File: config.mk
export PLATFORM = sky130hd
export DESIGN_NAME = linear11_limit_rescaler_flat
export DESIGN_NICKNAME = d
export VERILOG_FILES = /design/src/design/lr11_pkg.sv /design/src/design/lr11_in_if.sv /design/src/design/lr11_out_if.sv /design/src/design/linear11_limit_rescaler.sv /design/src/flat_wrapper.sv
export SDC_FILE = /design/constraint.sdc
export NUM_CORES = 1
export LEC_CHECK = 0
export ABC_AREA = 0
export CAP_MARGIN = 20
export CORE_MARGIN = 5
export CORE_UTILIZATION = 56
export DETAILED_ROUTE_END_ITERATION = 16
export DONT_BUFFER_PORTS = 1
export HOLD_SLACK_MARGIN = 0.08
export PLACE_DENSITY = 0.71
export SETUP_SLACK_MARGIN = 0.1
export SLEW_MARGIN = 20
export SYNTH_ARGS = -nofsm -noshare
export SYNTH_HDL_FRONTEND = slang
export SYNTH_SLANG_ARGS = --single-unit
File: constraint.sdc
create_clock -name clk -period 15.1 [get_ports clk]
set_clock_uncertainty 0.1 [all_clocks]
set_input_delay 2.265 -clock clk [delete_from_list [all_inputs] [get_ports clk]]
set_output_delay 2.265 -clock clk [all_outputs]
set_load 0.1 [all_outputs]
File: src/design/lr11_pkg.sv
// Package for the linear11 limit rescaler: types, constants and factor tables.
`default_nettype none
package lr11_pkg;

    localparam int WordW   = 16;
    localparam int CmdW    = 2;
    localparam int DecW    = 36;
    localparam int MagW    = 35;
    localparam int ProdW   = 39;
    localparam int NrmW    = 36;
    localparam int DsrW    = 10;
    localparam int RemW    = DsrW + 1;
    localparam int StepBits = 3;
    localparam int DivSteps = ProdW / StepBits;
    localparam int CntW    = $clog2(DivSteps);

    localparam int Milli    = 1000;
    localparam int NormHigh = 1023 * 1000;
    localparam int NormLow  = 511 * 1000;
    localparam int MantMax  = 'h3ff;
    localparam int ExpMax   = 15;
    localparam int ExpMin   = -15;

    localparam logic [CmdW-1:0] CMD_READ_OVER   = 2'd0;
    localparam logic [CmdW-1:0] CMD_READ_UNDER  = 2'd1;
    localparam logic [CmdW-1:0] CMD_WRITE_OVER  = 2'd2;
    localparam logic [CmdW-1:0] CMD_WRITE_UNDER = 2'd3;

    typedef enum logic [2:0] {
        ST_IDLE,
        ST_DECODE,
        ST_SCALE,
        ST_DIV1,
        ST_NORM_DOWN,
        ST_NORM_UP,
        ST_DIV2,
        ST_DONE
    } state_t;

    function automatic logic [3:0] mul_factor(input logic [CmdW-1:0] sel);
        logic [3:0] f;
        case (sel)
            CMD_READ_OVER:   f = 4'd9;
            CMD_READ_UNDER:  f = 4'd11;
            CMD_WRITE_OVER:  f = 4'd10;
            CMD_WRITE_UNDER: f = 4'd10;
            default:         f = 4'd10;
        endcase
        return f;
    endfunction

    function automatic logic [3:0] div_factor(input logic [CmdW-1:0] sel);
        logic [3:0] f;
        case (sel)
            CMD_READ_OVER:   f = 4'd10;
            CMD_READ_UNDER:  f = 4'd10;
            CMD_WRITE_OVER:  f = 4'd9;
            CMD_WRITE_UNDER: f = 4'd11;
            default:         f = 4'd10;
        endcase
        return f;
    endfunction

endpackage
`default_nettype wire

File: src/design/lr11_in_if.sv
// Input channel interface: valid/ready with cmd and linear word.
`default_nettype none
interface lr11_in_if;
    logic                        valid;
    logic                        ready;
    logic [lr11_pkg::CmdW-1:0]   cmd;
    logic [lr11_pkg::WordW-1:0]  word_in;

    modport source (output valid, output cmd, output word_in, input ready);
    modport sink   (input valid, input cmd, input word_in, output ready);
endinterface
`default_nettype wire

File: src/design/lr11_out_if.sv
// Output channel interface: valid/ready with rescaled word and decoded value.
`default_nettype none
interface lr11_out_if;
    logic                              valid;
    logic                              ready;
    logic [lr11_pkg::WordW-1:0]        word_out;
    logic signed [lr11_pkg::DecW-1:0]  decoded_milli;

    modport source (output valid, output word_out, output decoded_milli, input ready);
    modport sink   (input valid, input word_out, input decoded_milli, output ready);
endinterface
`default_nettype wire

File: src/design/linear11_limit_rescaler.sv
// Top level: rescales a linear11 limit word by 9/10, 11/10, 10/9 or 10/11.
//
// Channels: sample (sink) carries cmd and word_in; result (source) carries
// word_out and decoded_milli. Each transfer completes when valid and ready
// are both high at a rising clock edge.
// One item at a time: sample.ready is high only while the sequencer is idle.
// After the input transfer the item passes through decode, multiply, the
// shared 3-bit-per-cycle restoring divider for the factor division, a
// normalize-down check and a normalize-up check with one shift per cycle,
// a second divider pass for rounding and the output load; a rescaled value
// of zero skips normalize and rounding. The next item waits for idle.
// A finished result sits in the output register; a new item is accepted
// while it waits. If the receiver stalls, the next result holds in the last
// state until the output register is free.
// Reset (rst_n low, asynchronous) returns the sequencer to idle and drops
// result.valid.
`default_nettype none
module linear11_limit_rescaler (
    input  wire logic  clk,
    input  wire logic  rst_n,
    lr11_in_if.sink    sample,
    lr11_out_if.source result
);
    import lr11_pkg::*;

    state_t state_reg, state_next;

    logic [CntW-1:0]        cnt_reg, cnt_next;
    logic                   out_valid_reg, out_valid_next;

    logic [CmdW-1:0]        sel_reg, sel_next;
    logic [WordW-1:0]       word_reg, word_next;
    logic                   neg_reg, neg_next;
    logic [MagW-1:0]        mag_reg, mag_next;
    logic [DecW-1:0]        dec_reg, dec_next;
    logic [ProdW-1:0]       dvd_reg, dvd_next;
    logic [RemW-1:0]        rem_reg, rem_next;
    logic [DsrW-1:0]        dsr_reg, dsr_next;
    logic signed [4:0]      exp_reg, exp_next;
    logic [NrmW-1:0]        nrm_reg, nrm_next;
    logic [WordW-1:0]       res_reg, res_next;
    logic [WordW-1:0]       out_word_reg, out_word_next;
    logic [DecW-1:0]        out_dec_reg, out_dec_next;

    // decode
    logic [4:0]             dec_e5;
    logic [10:0]            dec_m11;
    logic                   dec_sign;
    logic [10:0]            dec_mabs;
    logic [19:0]            dec_v;
    logic [4:0]             dec_k;
    logic [20:0]            dec_round;
    logic [20:0]            dec_sum;
    logic [MagW-1:0]        dec_mag;
    logic                   dec_neg;

    // shared divider step
    logic [RemW-1:0]        div_rem;
    logic [ProdW-1:0]       div_dvd;
    logic                   div_q;
    logic                   div_last;

    // rounding stage
    logic [10:0]            rnd_q;
    logic [9:0]             rnd_mant;
    logic [10:0]            rnd_m11;

    logic                   accept;
    logic                   out_free;
    logic                   norm_down_go;
    logic                   norm_up_go;
    logic [NrmW-1:0]        scaled;

    assign accept   = sample.valid && sample.ready;
    assign out_free = !out_valid_reg || result.ready;
    assign div_last = (cnt_reg == CntW'(DivSteps - 1));
    assign scaled   = div_dvd[NrmW-1:0];

    assign norm_down_go = (nrm_reg >= NrmW'(NormHigh)) && (exp_reg < 5'(ExpMax));
    assign norm_up_go   = (nrm_reg < NrmW'(NormLow)) && (exp_reg > 5'(ExpMin));

    assign sample.ready         = (state_reg == ST_IDLE);
    assign result.valid         = out_valid_reg;
    assign result.word_out      = out_word_reg;
    assign result.decoded_milli = out_dec_reg;

    always_comb
    begin
        dec_e5    = word_reg[15:11];
        dec_m11   = word_reg[10:0];
        dec_sign  = dec_m11[10];
        dec_mabs  = dec_sign ? (11'd0 - dec_m11) : dec_m11;
        dec_v     = 20'({9'd0, dec_mabs} * 20'(Milli));
        dec_k     = 5'd0 - dec_e5;
        dec_round = dec_sign ? ((21'd1 << dec_k) - 21'd1) : 21'd0;
        dec_sum   = {1'b0, dec_v} + dec_round;
        if (!dec_e5[4])
        begin
            dec_mag = MagW'(dec_v) << dec_e5[3:0];
        end
        else
        begin
            dec_mag = MagW'(dec_sum >> dec_k);
        end
        dec_neg = dec_sign && (dec_mag != '0);
    end

    always_comb
    begin
        div_rem = rem_reg;
        div_dvd = dvd_reg;
        div_q   = 1'b0;
        for (int i = 0; i < StepBits; i++)
        begin
            div_rem = {div_rem[RemW-2:0], div_dvd[ProdW-1]};
            div_q   = (div_rem >= {1'b0, dsr_reg});
            if (div_q)
            begin
                div_rem = div_rem - {1'b0, dsr_reg};
            end
            div_dvd = {div_dvd[ProdW-2:0], div_q};
        end
    end

    always_comb
    begin
        rnd_q    = div_dvd[10:0];
        rnd_mant = (rnd_q > 11'(MantMax)) ? 10'(MantMax) : rnd_q[9:0];
        rnd_m11  = neg_reg ? (11'd0 - {1'b0, rnd_mant}) : {1'b0, rnd_mant};
    end

    always_comb
    begin
        state_next = state_reg;
        case (state_reg)
            ST_IDLE:
            begin
                if (accept)
                begin
                    state_next = ST_DECODE;
                end
            end
            ST_DECODE:    state_next = ST_SCALE;
            ST_SCALE:     state_next = ST_DIV1;
            ST_DIV1:
            begin
                if (div_last)
                begin
                    state_next = (scaled == '0) ? ST_DONE : ST_NORM_DOWN;
                end
            end
            ST_NORM_DOWN:
            begin
                if (!norm_down_go)
                begin
                    state_next = ST_NORM_UP;
                end
            end
            ST_NORM_UP:
            begin
                if (!norm_up_go)
                begin
                    state_next = ST_DIV2;
                end
            end
            ST_DIV2:
            begin
                if (div_last)
                begin
                    state_next = ST_DONE;
                end
            end
            ST_DONE:
            begin
                if (out_free)
                begin
                    state_next = ST_IDLE;
                end
            end
            default:      state_next = ST_IDLE;
        endcase
    end

    always_comb
    begin
        cnt_next       = cnt_reg;
        out_valid_next = out_valid_reg;
        sel_next       = sel_reg;
        word_next      = word_reg;
        neg_next       = neg_reg;
        mag_next       = mag_reg;
        dec_next       = dec_reg;
        dvd_next       = dvd_reg;
        rem_next       = rem_reg;
        dsr_next       = dsr_reg;
        exp_next       = exp_reg;
        nrm_next       = nrm_reg;
        res_next       = res_reg;
        out_word_next  = out_word_reg;
        out_dec_next   = out_dec_reg;

        if (out_valid_reg && result.ready)
        begin
            out_valid_next = 1'b0;
        end

        case (state_reg)
            ST_IDLE:
            begin
                if (accept)
                begin
                    sel_next  = sample.cmd;
                    word_next = sample.word_in;
                end
            end
            ST_DECODE:
            begin
                neg_next = dec_neg;
                mag_next = dec_mag;
                dec_next = dec_neg ? (DecW'(0) - {1'b0, dec_mag}) : {1'b0, dec_mag};
            end
            ST_SCALE:
            begin
                dvd_next = ProdW'(mag_reg) * ProdW'(mul_factor(sel_reg))
                         + ProdW'(div_factor(sel_reg) >> 1);
                dsr_next = DsrW'(div_factor(sel_reg));
                rem_next = '0;
                cnt_next = '0;
            end
            ST_DIV1:
            begin
                dvd_next = div_dvd;
                rem_next = div_rem;
                cnt_next = cnt_reg + CntW'(1);
                if (div_last)
                begin
                    nrm_next = scaled;
                    exp_next = 5'sd0;
                    res_next = '0;
                end
            end
            ST_NORM_DOWN:
            begin
                if (norm_down_go)
                begin
                    nrm_next = nrm_reg >> 1;
                    exp_next = exp_reg + 5'sd1;
                end
            end
            ST_NORM_UP:
            begin
                if (norm_up_go)
                begin
                    nrm_next = nrm_reg << 1;
                    exp_next = exp_reg - 5'sd1;
                end
                else
                begin
                    dvd_next = ProdW'(nrm_reg[20:0]) + ProdW'(Milli / 2);
                    dsr_next = DsrW'(Milli);
                    rem_next = '0;
                    cnt_next = '0;
                end
            end
            ST_DIV2:
            begin
                dvd_next = div_dvd;
                rem_next = div_rem;
                cnt_next = cnt_reg + CntW'(1);
                if (div_last)
                begin
                    res_next = {exp_reg, rnd_m11};
                end
            end
            ST_DONE:
            begin
                if (out_free)
                begin
                    out_valid_next = 1'b1;
                    out_word_next  = res_reg;
                    out_dec_next   = dec_reg;
                end
            end
            default:
            begin
                cnt_next = '0;
            end
        endcase
    end

    always_ff @(posedge clk or negedge rst_n)
    begin
        if (!rst_n)
        begin
            state_reg     <= ST_IDLE;
            cnt_reg       <= '0;
            out_valid_reg <= 1'b0;
        end
        else
        begin
            state_reg     <= state_next;
            cnt_reg       <= cnt_next;
            out_valid_reg <= out_valid_next;
        end
    end

    always_ff @(posedge clk)
    begin
        sel_reg      <= sel_next;
        word_reg     <= word_next;
        neg_reg      <= neg_next;
        mag_reg      <= mag_next;
        dec_reg      <= dec_next;
        dvd_reg      <= dvd_next;
        rem_reg      <= rem_next;
        dsr_reg      <= dsr_next;
        exp_reg      <= exp_next;
        nrm_reg      <= nrm_next;
        res_reg      <= res_next;
        out_word_reg <= out_word_next;
        out_dec_reg  <= out_dec_next;
    end

    a_accept_starts: assert property (@(posedge clk) disable iff (!rst_n)
        accept |=> (state_reg == ST_DECODE))
        else $error("accepted transfer did not start decode");

    a_rem_bound: assert property (@(posedge clk) disable iff (!rst_n)
        (state_reg == ST_DIV1 || state_reg == ST_DIV2) |-> (rem_reg < {1'b0, dsr_reg}))
        else $error("divider remainder out of range");

    a_exp_bound: assert property (@(posedge clk) disable iff (!rst_n)
        (state_reg == ST_NORM_DOWN || state_reg == ST_NORM_UP || state_reg == ST_DIV2)
        |-> (exp_reg <= 5'(ExpMax) && exp_reg >= 5'(ExpMin)))
        else $error("exponent left clamp range");

    a_done_holds: assert property (@(posedge clk) disable iff (!rst_n)
        (state_reg == ST_DONE && out_valid_reg && !result.ready) |=> (state_reg == ST_DONE))
        else $error("result dropped while output stalled");

endmodule
`default_nettype wire
File: src/flat_wrapper.sv
// flat-port wrapper written by rule: the top's interface ports become plain ports
module linear11_limit_rescaler_flat import lr11_pkg::*;
  (clk, rst_n, sample_valid, sample_cmd, sample_word_in, sample_ready, result_valid, result_word_out, result_decoded_milli, result_ready);
  lr11_in_if sample_i ();
  lr11_out_if result_i ();
  input  wire logic clk;
  input  wire logic rst_n;
  input wire logic [$bits(sample_i.valid)-1:0] sample_valid;
  input wire logic [$bits(sample_i.cmd)-1:0] sample_cmd;
  input wire logic [$bits(sample_i.word_in)-1:0] sample_word_in;
  output wire logic [$bits(sample_i.ready)-1:0] sample_ready;
  output wire logic [$bits(result_i.valid)-1:0] result_valid;
  output wire logic [$bits(result_i.word_out)-1:0] result_word_out;
  output wire logic [$bits(result_i.decoded_milli)-1:0] result_decoded_milli;
  input wire logic [$bits(result_i.ready)-1:0] result_ready;
  assign sample_i.valid = sample_valid;
  assign sample_i.cmd = sample_cmd;
  assign sample_i.word_in = sample_word_in;
  assign sample_ready = sample_i.ready;
  assign result_valid = result_i.valid;
  assign result_word_out = result_i.word_out;
  assign result_decoded_milli = result_i.decoded_milli;
  assign result_i.ready = result_ready;
  linear11_limit_rescaler u_core (.clk(clk), .rst_n(rst_n), .sample(sample_i), .result(result_i));
endmodule
# After elaboration in Yosys (flattened, before gate mapping)
# Index checks and enable logic that the tools add are counted.
[op_classes] mul=2 shift=3 eq_ne=19 magnitude_cmp=8 reduce_logical=25 n_mux=43 n_addsub=14
[op_table] operator="39-bit case mux with 3 select lines" count=1
[op_table] operator="36-bit two-way mux" count=3
[op_table] operator="36-bit case mux with 3 select lines" count=1
[op_table] operator="35-bit two-way mux" count=2
[op_table] operator="10-bit two-way mux" count=6
[op_table] operator="39-bit by 3-bit adder with 39-bit output" count=1
[op_table] operator="35-bit by 4-bit multiplier with 39-bit output" count=1
[op_table] operator="39-bit two-way mux" count=1
[op_table] operator="36-bit by 20-bit >= comparator with 1-bit output, second input constant" count=1
[op_table] operator="36-bit zero test" count=1
[op_table] operator="36-bit by 19-bit < comparator with 1-bit output, second input constant" count=1
[op_table] operator="4-bit case mux with 3 select lines" count=3
[op_table] operator="1-bit by 35-bit subtractor with 36-bit output, first input constant" count=1
[op_table] operator="35-bit nonzero test" count=1
[op_table] operator="20-bit by 4-bit << shifter with 35-bit output" count=1
[op_table] operator="21-bit by 5-bit right shift with 35-bit output" count=1
[op_table] operator="11-bit by 10-bit >= comparator with 1-bit output" count=3
[op_table] operator="16-bit two-way mux" count=2
[op_table] operator="16-bit case mux with 2 select lines" count=1
[op_table] operator="10-bit case mux with 3 select lines" count=1
[op_table] operator="10-bit subtractor" count=3
[op_table] operator="3-bit case mux with 8 select lines" count=1
[op_table] operator="21-bit by 9-bit adder with 22-bit output, second input constant" count=1
[op_table] operator="11-bit two-way mux" count=2
[op_table] operator="41 further kinds" count=74
[word_totals] output_inout_bits=54 word_cells=131 input_bits=22 ff_bits=266

# Logic depth before layout (Yosys ltp)
# Gate-level depths: netlist of the first run.
[depth] word_depth=11 ltp_mapped=43 ltp_nobuf=38

# Worst setup path before layout of the first run
# OpenSTA, ideal clock, no wires.
[synth_path] path_kind="flip-flop to flip-flop" from="reg u_core.word_reg[0]" to="reg u_core.dec_reg[1], data pin" path_buffers=3 setup_slack_ns=5.351 t_arrival_ns=9.387 setup_time_ns=0.262 t_required_ns=14.738 period_less_slack_ns=9.749 stages_incl_launch_ff=37 path_cell_list="edfxtp_1 clkbuf_1 inv_1 ha_1 or3b_2 nand2_1 xor2_1 inv_1 ha_1 inv_1 fa_1 inv_1 fa_1 inv_1 fa_1 inv_1 ha_1 or3_1 or2_2 o22a_1 o311ai_0 ha_1 clkbuf_1 a21oi_1 o21ai_0 a21oi_1 o21ai_0 xnor2_1 mux2i_1 a222oi_1 o221ai_2 a2111oi_4 nand3_2 or4_1 buf_2 o21ai_2 mux2_1"
[synth_via] elab_chain_cells=9 elab_cells_between_ends=11 cone_classes="add/sub: 3; mul: 1; shift: 2; mux: 3; reduce/logical: 2"
[synth_lines] element="start: declaration" line="linear11_limit_rescaler.sv:32" source="logic [WordW-1:0] word_reg, word_next;"
[synth_lines] element="start signal: assignment" line="linear11_limit_rescaler.sv:310" source="word_reg <= word_next;"
[synth_lines] element="1-bit by 11-bit subtractor with 11-bit output" line="linear11_limit_rescaler.sv:92" source="dec_mabs = dec_sign ? (11'd0 - dec_m11) : dec_m11;"
[synth_lines] element="11-bit two-way mux (*)" line="linear11_limit_rescaler.sv:92"
[synth_lines] element="11-bit by 7-bit multiplier with 17-bit output (*)" line="linear11_limit_rescaler.sv:93" source="dec_v = 20'({9'd0, dec_mabs} * 20'(Milli));"
[synth_lines] element="20-bit by 21-bit adder with 21-bit output" line="linear11_limit_rescaler.sv:96" source="dec_sum = {1'b0, dec_v} + dec_round;"
[synth_lines] element="21-bit by 5-bit right shift with 35-bit output" line="linear11_limit_rescaler.sv:103" source="dec_mag = MagW'(dec_sum >> dec_k);"
[synth_lines] element="35-bit two-way mux (*)" line="linear11_limit_rescaler.sv:97" source="if (!dec_e5[4])"
[synth_lines] element="via u_core.dec_mag[9]" line="linear11_limit_rescaler.sv:54" source="logic [MagW-1:0] dec_mag;"
[synth_lines] element="35-bit nonzero test (*)" line="linear11_limit_rescaler.sv:105" source="dec_neg = dec_sign && (dec_mag != '0);"
[synth_lines] element="1-bit logical AND (*)" line="linear11_limit_rescaler.sv:105"
[synth_lines] element="35-bit two-way mux (*)" line="linear11_limit_rescaler.sv:220" source="dec_next = dec_neg ? (DecW'(0) - {1'b0, dec_mag}) : {1'b0, dec_mag};"
[synth_lines] element="end signal: assignment" line="linear11_limit_rescaler.sv:313" source="dec_reg <= dec_next;"
[synth_lines] element="end: declaration" line="linear11_limit_rescaler.sv:35" source="logic [DecW-1:0] dec_reg, dec_next;"
# Mark *: on every way through the listed nets, which the timed path passes. The rest lies on a longest branch.
# A chain may end at the register's enable or synchronous reset.

# Final worst setup path of the first run
[layout_path] from="reg u_core.word_reg[0]" to="reg u_core.dec_reg[1], data pin"
[layout_via] elab_chain_cells=9 elab_cells_between_ends=11 cone_classes="add/sub: 3; mul: 1; shift: 2; mux: 3; reduce/logical: 2"
[layout_lines] element="1-bit by 11-bit subtractor with 11-bit output" line="linear11_limit_rescaler.sv:92"
[layout_lines] element="11-bit two-way mux (*)" line="linear11_limit_rescaler.sv:92"
[layout_lines] element="11-bit by 7-bit multiplier with 17-bit output (*)" line="linear11_limit_rescaler.sv:93"
[layout_lines] element="20-bit by 21-bit adder with 21-bit output" line="linear11_limit_rescaler.sv:96"
[layout_lines] element="21-bit by 5-bit right shift with 35-bit output" line="linear11_limit_rescaler.sv:103"
[layout_lines] element="35-bit two-way mux (*)" line="linear11_limit_rescaler.sv:97"
[layout_lines] element="parallel branches: the longest is 2 deep, another holds 1-bit by 35-bit subtractor with 36-bit output"
[layout_lines] element="35-bit two-way mux (*)" line="linear11_limit_rescaler.sv:220"
# Mark *: on every way between the ends.

==> results of run 1 <==
[kinds of logic (layout without fill, tap and decap cells)]
logic type	after synthesis	after routing	synth area share (%)
DFF	258	258	32.8
and+or+nand+nor	794	794	16.9
xor gates and xnor gates	143	143	5.33
adders and majority gates	266	266	16.3
AOI/OAI and AO/OA	675	675	19.8
buffers and inverters	352	322	5.68
muxes	72	72	3.28
[final timing paths]
| path | from | end | depth (start not counted) |
|---|---|---|---|
| max | u_core.word_reg[0] | u_core.dec_reg[1] | 33 |
| min | u_core.res_reg[2] | u_core.result.word_out[2] | 0 |
| max reg2reg | u_core.word_reg[0] | u_core.dec_reg[1] | 33 |
| min reg2reg | u_core.res_reg[2] | u_core.result.word_out[2] | 0 |
| max in group asynchronous | rst_n | u_core.state_reg[0] | 0 |
| min in group asynchronous | rst_n | u_core.cnt_reg[0] | 0 |
[final cells by class]
| type | count | area [um^2] | share of cell area [%] |
|---|---|---|---|
| clock buffer | 37 | 796 | 3.19 |
| clock inverter | 17 | 159 | 0.637 |
| inverter | 242 | 908 | 3.64 |
| multi-input combinational | 1950 | 14500 | 58.1 |
| sequential | 258 | 7710 | 30.9 |
| tap | 539 | 674 | 2.70 |
| timing repair buffer | 26 | 215 | 0.862 |
[routing by layer]
metal	share of wire (%)	vias up	wire (um)	GRT usage [%]
met5	0	-	0	0
met4	5.0	0	3300	12.1
met2	51	668	33500	50.5
li1	-	9234	-	-
met1	39	9423	25900	32.6
met3	4.8	157	3140	3.00
[per-stage QoR]
step | hold slack (ns) | util (%) | instances | worst slack, ns
floorplan | 0.300 | - | 2560 | 5.35
global route | 0.334 | 59.8 | 3069 | 2.90
global placement | 0.303 | 57.5 | 3015 | 3.90
CTS | 0.320 | 59.8 | 3069 | 3.57
finish | 0.317 | 59.8 | 3069 | 3.35
detailed placement | 0.305 | 57.5 | 3015 | 3.63
[cell usage in the layout, fill, tap and decap left out, types with 59 or more instances in the layout]
cell type,instances
xor2_1,61
nor2b_1,59
edfxtp_1,250
nor2_1,195
fa_1,66
xnor2_1,82
a21oi_1,129
inv_1,236
o21ai_0,152
nand2_1,215
ha_1,200
[critical path, delay by kind of cell (launching register included)]
family / cells / cell delay (ns)
xor gates and xnor gates: 2 / 1.14
and+or+nand+nor: 8 / 2.96
adders and majority gates: 7 / 2.79
DFF: 1 / 0.64
buffers and inverters: 6 / 0.66
AOI/OAI and AO/OA: 9 / 2.79
muxes: 1 / 0.35
[synthesized netlist by cell type (21+ instances only)]
library cell and number:
o211ai_1 21, a31oi_1 30, nor2_1 196, o21a_1 22
ha_1 200, a211oi_1 37, nand2_1 216, a21oi_1 129
clkbuf_1 94, edfxtp_1 250, nand3_1 44, nor3_1 41
or3_1 27, nor2b_1 60, o21ai_0 152, inv_1 236
and2_1 22, xor2_1 61, mux2i_1 58, nand2b_1 59
a21o_1 52, fa_1 66, xnor2_1 82
==> flow_summary.json, run 1 <==
{
  "finalHoldViolCount": 0,
  "drtIter0Drc": 1900,
  "grt-ovfl-total": 0,
  "cp_slowest_cell": "o311ai_1",
  "clock_sinks": 258,
  "clkLatencyLatePin_ns": 0.59,
  "post_cts_resized": 0,
  "crit_path_frequent_cell": "inv_1",
  "fin_crit_sh_pct": 77.8,
  "ys.warnings.count": 0,
  "vias_per_cell": 6.35,
  "io_pins": 76,
  "critPathKind": "flip-flop to flip-flop",
  "fill_cells": 3579,
  "die_area_um2": 46200,
  "core_um2": 41800,
  "cp.arrival_ns": 11.96,
  "grt_max_degree": 75,
  "holdBufCountCts": 0,
  "yosysUniqueCellTypes": 102,
  "syn_nets": 2848,
  "grt_pass1_wl_um": 104000,
  "rows": 75,
  "htreeDepth": 1,
  "drc_errors": 0,
  "fin_crit_ns": 11.75,
  "area_delta_synth_final_pct": 6.17,
  "drive_gt1_share_pct": 5.97,
  "post_cts_buffers": 0,
  "relSlewSlack_pct": 26.2,
  "rrSetupSlack_ns": 3.35,
  "synth_top_area_share_pct": 31.9,
  "yosysTopAreaCell": "edfxtp_1",
  "path_clk_slew_ns": 0.06,
  "cts-root-buf": "clkbuf_16",
  "cts_made_buffers": 29,
  "wl_um": 65800,
  "synthesis.area_um2": 23500,
  "setup_tns_ns": 0,
  "netlist_top_cells_area": "edfxtp_1 (32%), ha_1 (11%), fa_1 (5.6%)",
  "ant_nets": 0,
  "async_flop_share_pct": 3.10,
  "grtUsageTotal_pct": 27.5,
  "port_buffers": 0,
  "first_pass_iters": 6,
  "cts_tree": "built",
  "drv_cap": 0,
  "die_x_um": 215,
  "antenna_found_initial": 0,
  "synth.ff_latch_count": 258,
  "worst_slew_pin_slew_ns": 1.11,
  "cts.path.max_buffers": 3,
  "gp_congestion": 0.987,
  "wire_per_inst_um": 21.4,
  "die_y_um": 215,
  "start_kind": "flip-flop",
  "outcome": "completed",
  "initial_core_util_pct": 56.3,
  "largest_reg_flops": 39,
  "finish.instance_area_um2": 25000,
  "worstPathRequired_ns": 15.31,
  "setup_viol": 0,
  "critPathMaxFanout": 12,
  "grt_pass1_vias": 19000,
  "avgSynthCellArea_um2": 9.18,
  "dp_hpwl_um": 51200,
  "critical_path.max_stage_delay_ns": 0.90,
  "max_clock_freq_mhz": 85.1,
  "place_area_um2": 24000,
  "hold_path.class": "flip-flop to flip-flop",
  "slew_viol_final": 0,
  "final_nets": 2795,
  "antenna-diode-count": 0,
  "rsz0062_at_grt": "no",
  "synth_top_flop_cell": "edfxtp_1",
  "synth-edff-count": 250,
  "ys_seq_area_share_pct": 32.8,
  "vias": 19500,
  "postSynthCellCount": 2560,
  "worst_setup_path_end_kind": "flip-flop"
}
Power of run 1 is not shown: default switching activity piles up to over one toggle a cycle in this logic, so the estimate is an artifact.
==> run 2: changes to the inputs <==
ABC_AREA = 1   (was 0)
clock period = 11.55 ns   (was 15.1 ns; I/O delays follow)
==> run 2 against run 1 <==
Setup slack worse by 1.3 ns. Synthesized area down 0.52%. Largest cell class unchanged. Register-to-register slack worse by 1.3 ns.
==> flow_summary.json, run 2 <==
{
  "rrSetupSlack_ns": 2.02,
  "crit_end": "u_core.dec_reg[33]",
  "largest_reg_flops": 39,
  "worstPathRequired_ns": 11.75,
  "synth.ff_latch_count": 258,
  "postSynthCellCount": 3071,
  "post_cts_buffers": 0,
  "ys_seq_area_share_pct": 33.0,
  "reg2reg_from": "u_core.word_reg[0]",
  "holdBufCountCts": 0,
  "synthesis.area_um2": 23400,
  "drtIter0Drc": 1617,
  "netlist_top_cells_area": "edfxtp_1 (32%), nand2_1 (12%), ha_1 (11%)",
  "grt_max_degree": 72,
  "rows": 74,
  "ys.warnings.count": 0,
  "gp_congestion": 1.02,
  "grt_pass1_wl_um": 105000,
  "cts.path.max_buffers": 3,
  "fin_crit_ns": 9.53,
  "vias_per_cell": 5.68,
  "avgSynthCellArea_um2": 7.61,
  "critPathKind": "flip-flop to flip-flop",
  "setup_tns_ns": 0,
  "cts_tree": "built",
  "clock_sinks": 258,
  "cts_made_buffers": 29,
  "grtUsageTotal_pct": 27.6,
  "layout_commonest_cell": "nand2_1",
  "post_cts_resized": 0,
  "path_clk_slew_ns": 0.07,
  "area_delta_synth_final_pct": 6.27,
  "ant_nets": 0,
  "fill_cells": 3734,
  "finalNonFillerCells": 3602,
  "hold_path.class": "flip-flop to flip-flop",
  "antenna_found_initial": 1,
  "synth_top_area_share_pct": 32.1,
  "cp_slowest_cell": "fa_1",
  "final_cell_mix": "nand2_1 (762), inv_1 (517), nor2_1 (254)",
  "core_um2": 41100,
  "port_buffers": 0,
  "synth-edff-count": 250,
  "die_y_um": 214,
  "crit_path_frequent_cell": "nand2_1",
  "final_nets": 3334,
  "drc_errors": 0,
  "drv_cap": 0,
  "clkLatencyLatePin_ns": 0.56,
  "wl_um": 65200,
  "critical_path.max_stage_delay_ns": 0.60,
  "rsz0062_at_grt": "no",
  "reg2reg_to": "u_core.dec_reg[33]",
  "synth_top_flop_cell": "edfxtp_1",
  "drive_gt1_share_pct": 5.80,
  "r2r_cells": 47,
  "wire_per_inst_um": 18.1,
  "placed_cells": 3546,
  "grt_pass1_vias": 20000,
  "start_kind": "flip-flop",
  "critPathMaxFanout": 32,
  "yosysUniqueCellTypes": 63,
  "pre_cts_ws_ns": 2.19,
  "worst_slew_pin_slew_ns": 1.10,
  "async_flop_share_pct": 3.10,
  "yosysTopAreaCell": "edfxtp_1",
  "die_x_um": 214,
  "first_pass_iters": 6,
  "crit_start": "u_core.word_reg[0]",
  "initial_core_util_pct": 56.9,
  "dp_hpwl_um": 50900,
  "relSlewSlack_pct": 26.7,
  "syn_nets": 3359,
  "finalHoldViolCount": 0,
  "cts-root-buf": "clkbuf_16",
  "setup_viol": 0,
  "worst_slack_ns": 2.02,
  "die_area_um2": 45900,
  "htreeDepth": 1,
  "worst_setup_path_end_kind": "flip-flop",
  "slew_viol_final": 0,
  "io_pins": 76,
  "cp.arrival_ns": 9.73,
  "synth_common_cells": "nand2_1 (762), inv_1 (518), nor2_1 (259), edfxtp_1 (250), ha_1 (200)",
  "max_clock_freq_mhz": 105,
  "outcome": "completed",
  "synth.most_common_cell": "nand2_1",
  "grt-ovfl-total": 0,
  "fin_crit_sh_pct": 82.5,
  "vias": 20400
}
==> run 2: metrics by stage <==
step / utilization [%] / hold slack [ns] / area (um^2)
CTS: 60.4 / 0.317 / 24800
global route: 60.4 / 0.326 / 24900
floorplan: - / 0.300 / 23400
detailed placement: 58.1 / 0.305 / 23900
global placement: 58.1 / 0.302 / 23900
finish: 60.4 / 0.313 / 24900
==> run 2: cells by family after synthesis <==
logic type	count (synthesis)	share of synthesized area (%)
and+or+nand+nor	1400	26.1
adders and majority gates	266	16.4
xor gates and xnor gates	80	3.00
muxes	4	0.171
buffers and inverters	615	10.1
AOI/OAI and AO/OA	448	11.3
DFF	258	33.0
==> run 2: metal layers <==
metal	share of wire [%]	global-route usage (%)	routed length, um	vias to the layer above
met1	43	37.2	28000	9482
met4	4.3	10.9	2810	0
met3	6.0	3.02	3890	144
met5	0	0	0	-
met2	47	46.1	30500	737
li1	-	-	-	10100
==> run 2: final cells by class <==
| cell class | count | area, um^2 | area share [%] |
|---|---|---|---|
| Clock buffer | 30 | 729 | 2.94 |
| Inverter | 539 | 2020 | 8.15 |
| Sequential cell | 258 | 7710 | 31.0 |
| Tap cell | 532 | 666 | 2.68 |
| Clock inverter | 24 | 206 | 0.831 |
| Multi-Input combinational cell | 2198 | 13400 | 53.7 |
| Antenna cell | 1 | 2.50 | 0.0101 |
| Timing Repair Buffer | 20 | 158 | 0.634 |
==> run 2: worst min-delay path by stage <==
stage	slack, ns	start	to	cells after the start
final	0.31	u_core.dec_reg[3]	u_core.result.decoded_milli[3]	0
after global routing	0.33	u_core.dec_reg[3]	u_core.result.decoded_milli[3]	0
after CTS	0.32	u_core.dec_reg[3]	u_core.result.decoded_milli[3]	0
after detailed placement	0.30	u_core.res_reg[1]	u_core.result.word_out[1]	0
after global placement	0.30	u_core.res_reg[2]	u_core.result.word_out[2]	0
after floorplan	0.30	u_core.dec_reg[10]	u_core.result.decoded_milli[10]	0
==> run 2: worst max-delay path: cells and delay by family (launching register included) <==
family / cells / cell delay (ns)
compound gates: 2 / 0.29
xor+xnor: 1 / 0.44
fa+ha+maj: 8 / 3.22
buf+inv: 9 / 1.25
flops: 1 / 0.52
simple gates: 27 / 3.41
Power of run 2 is left out for the same reason.
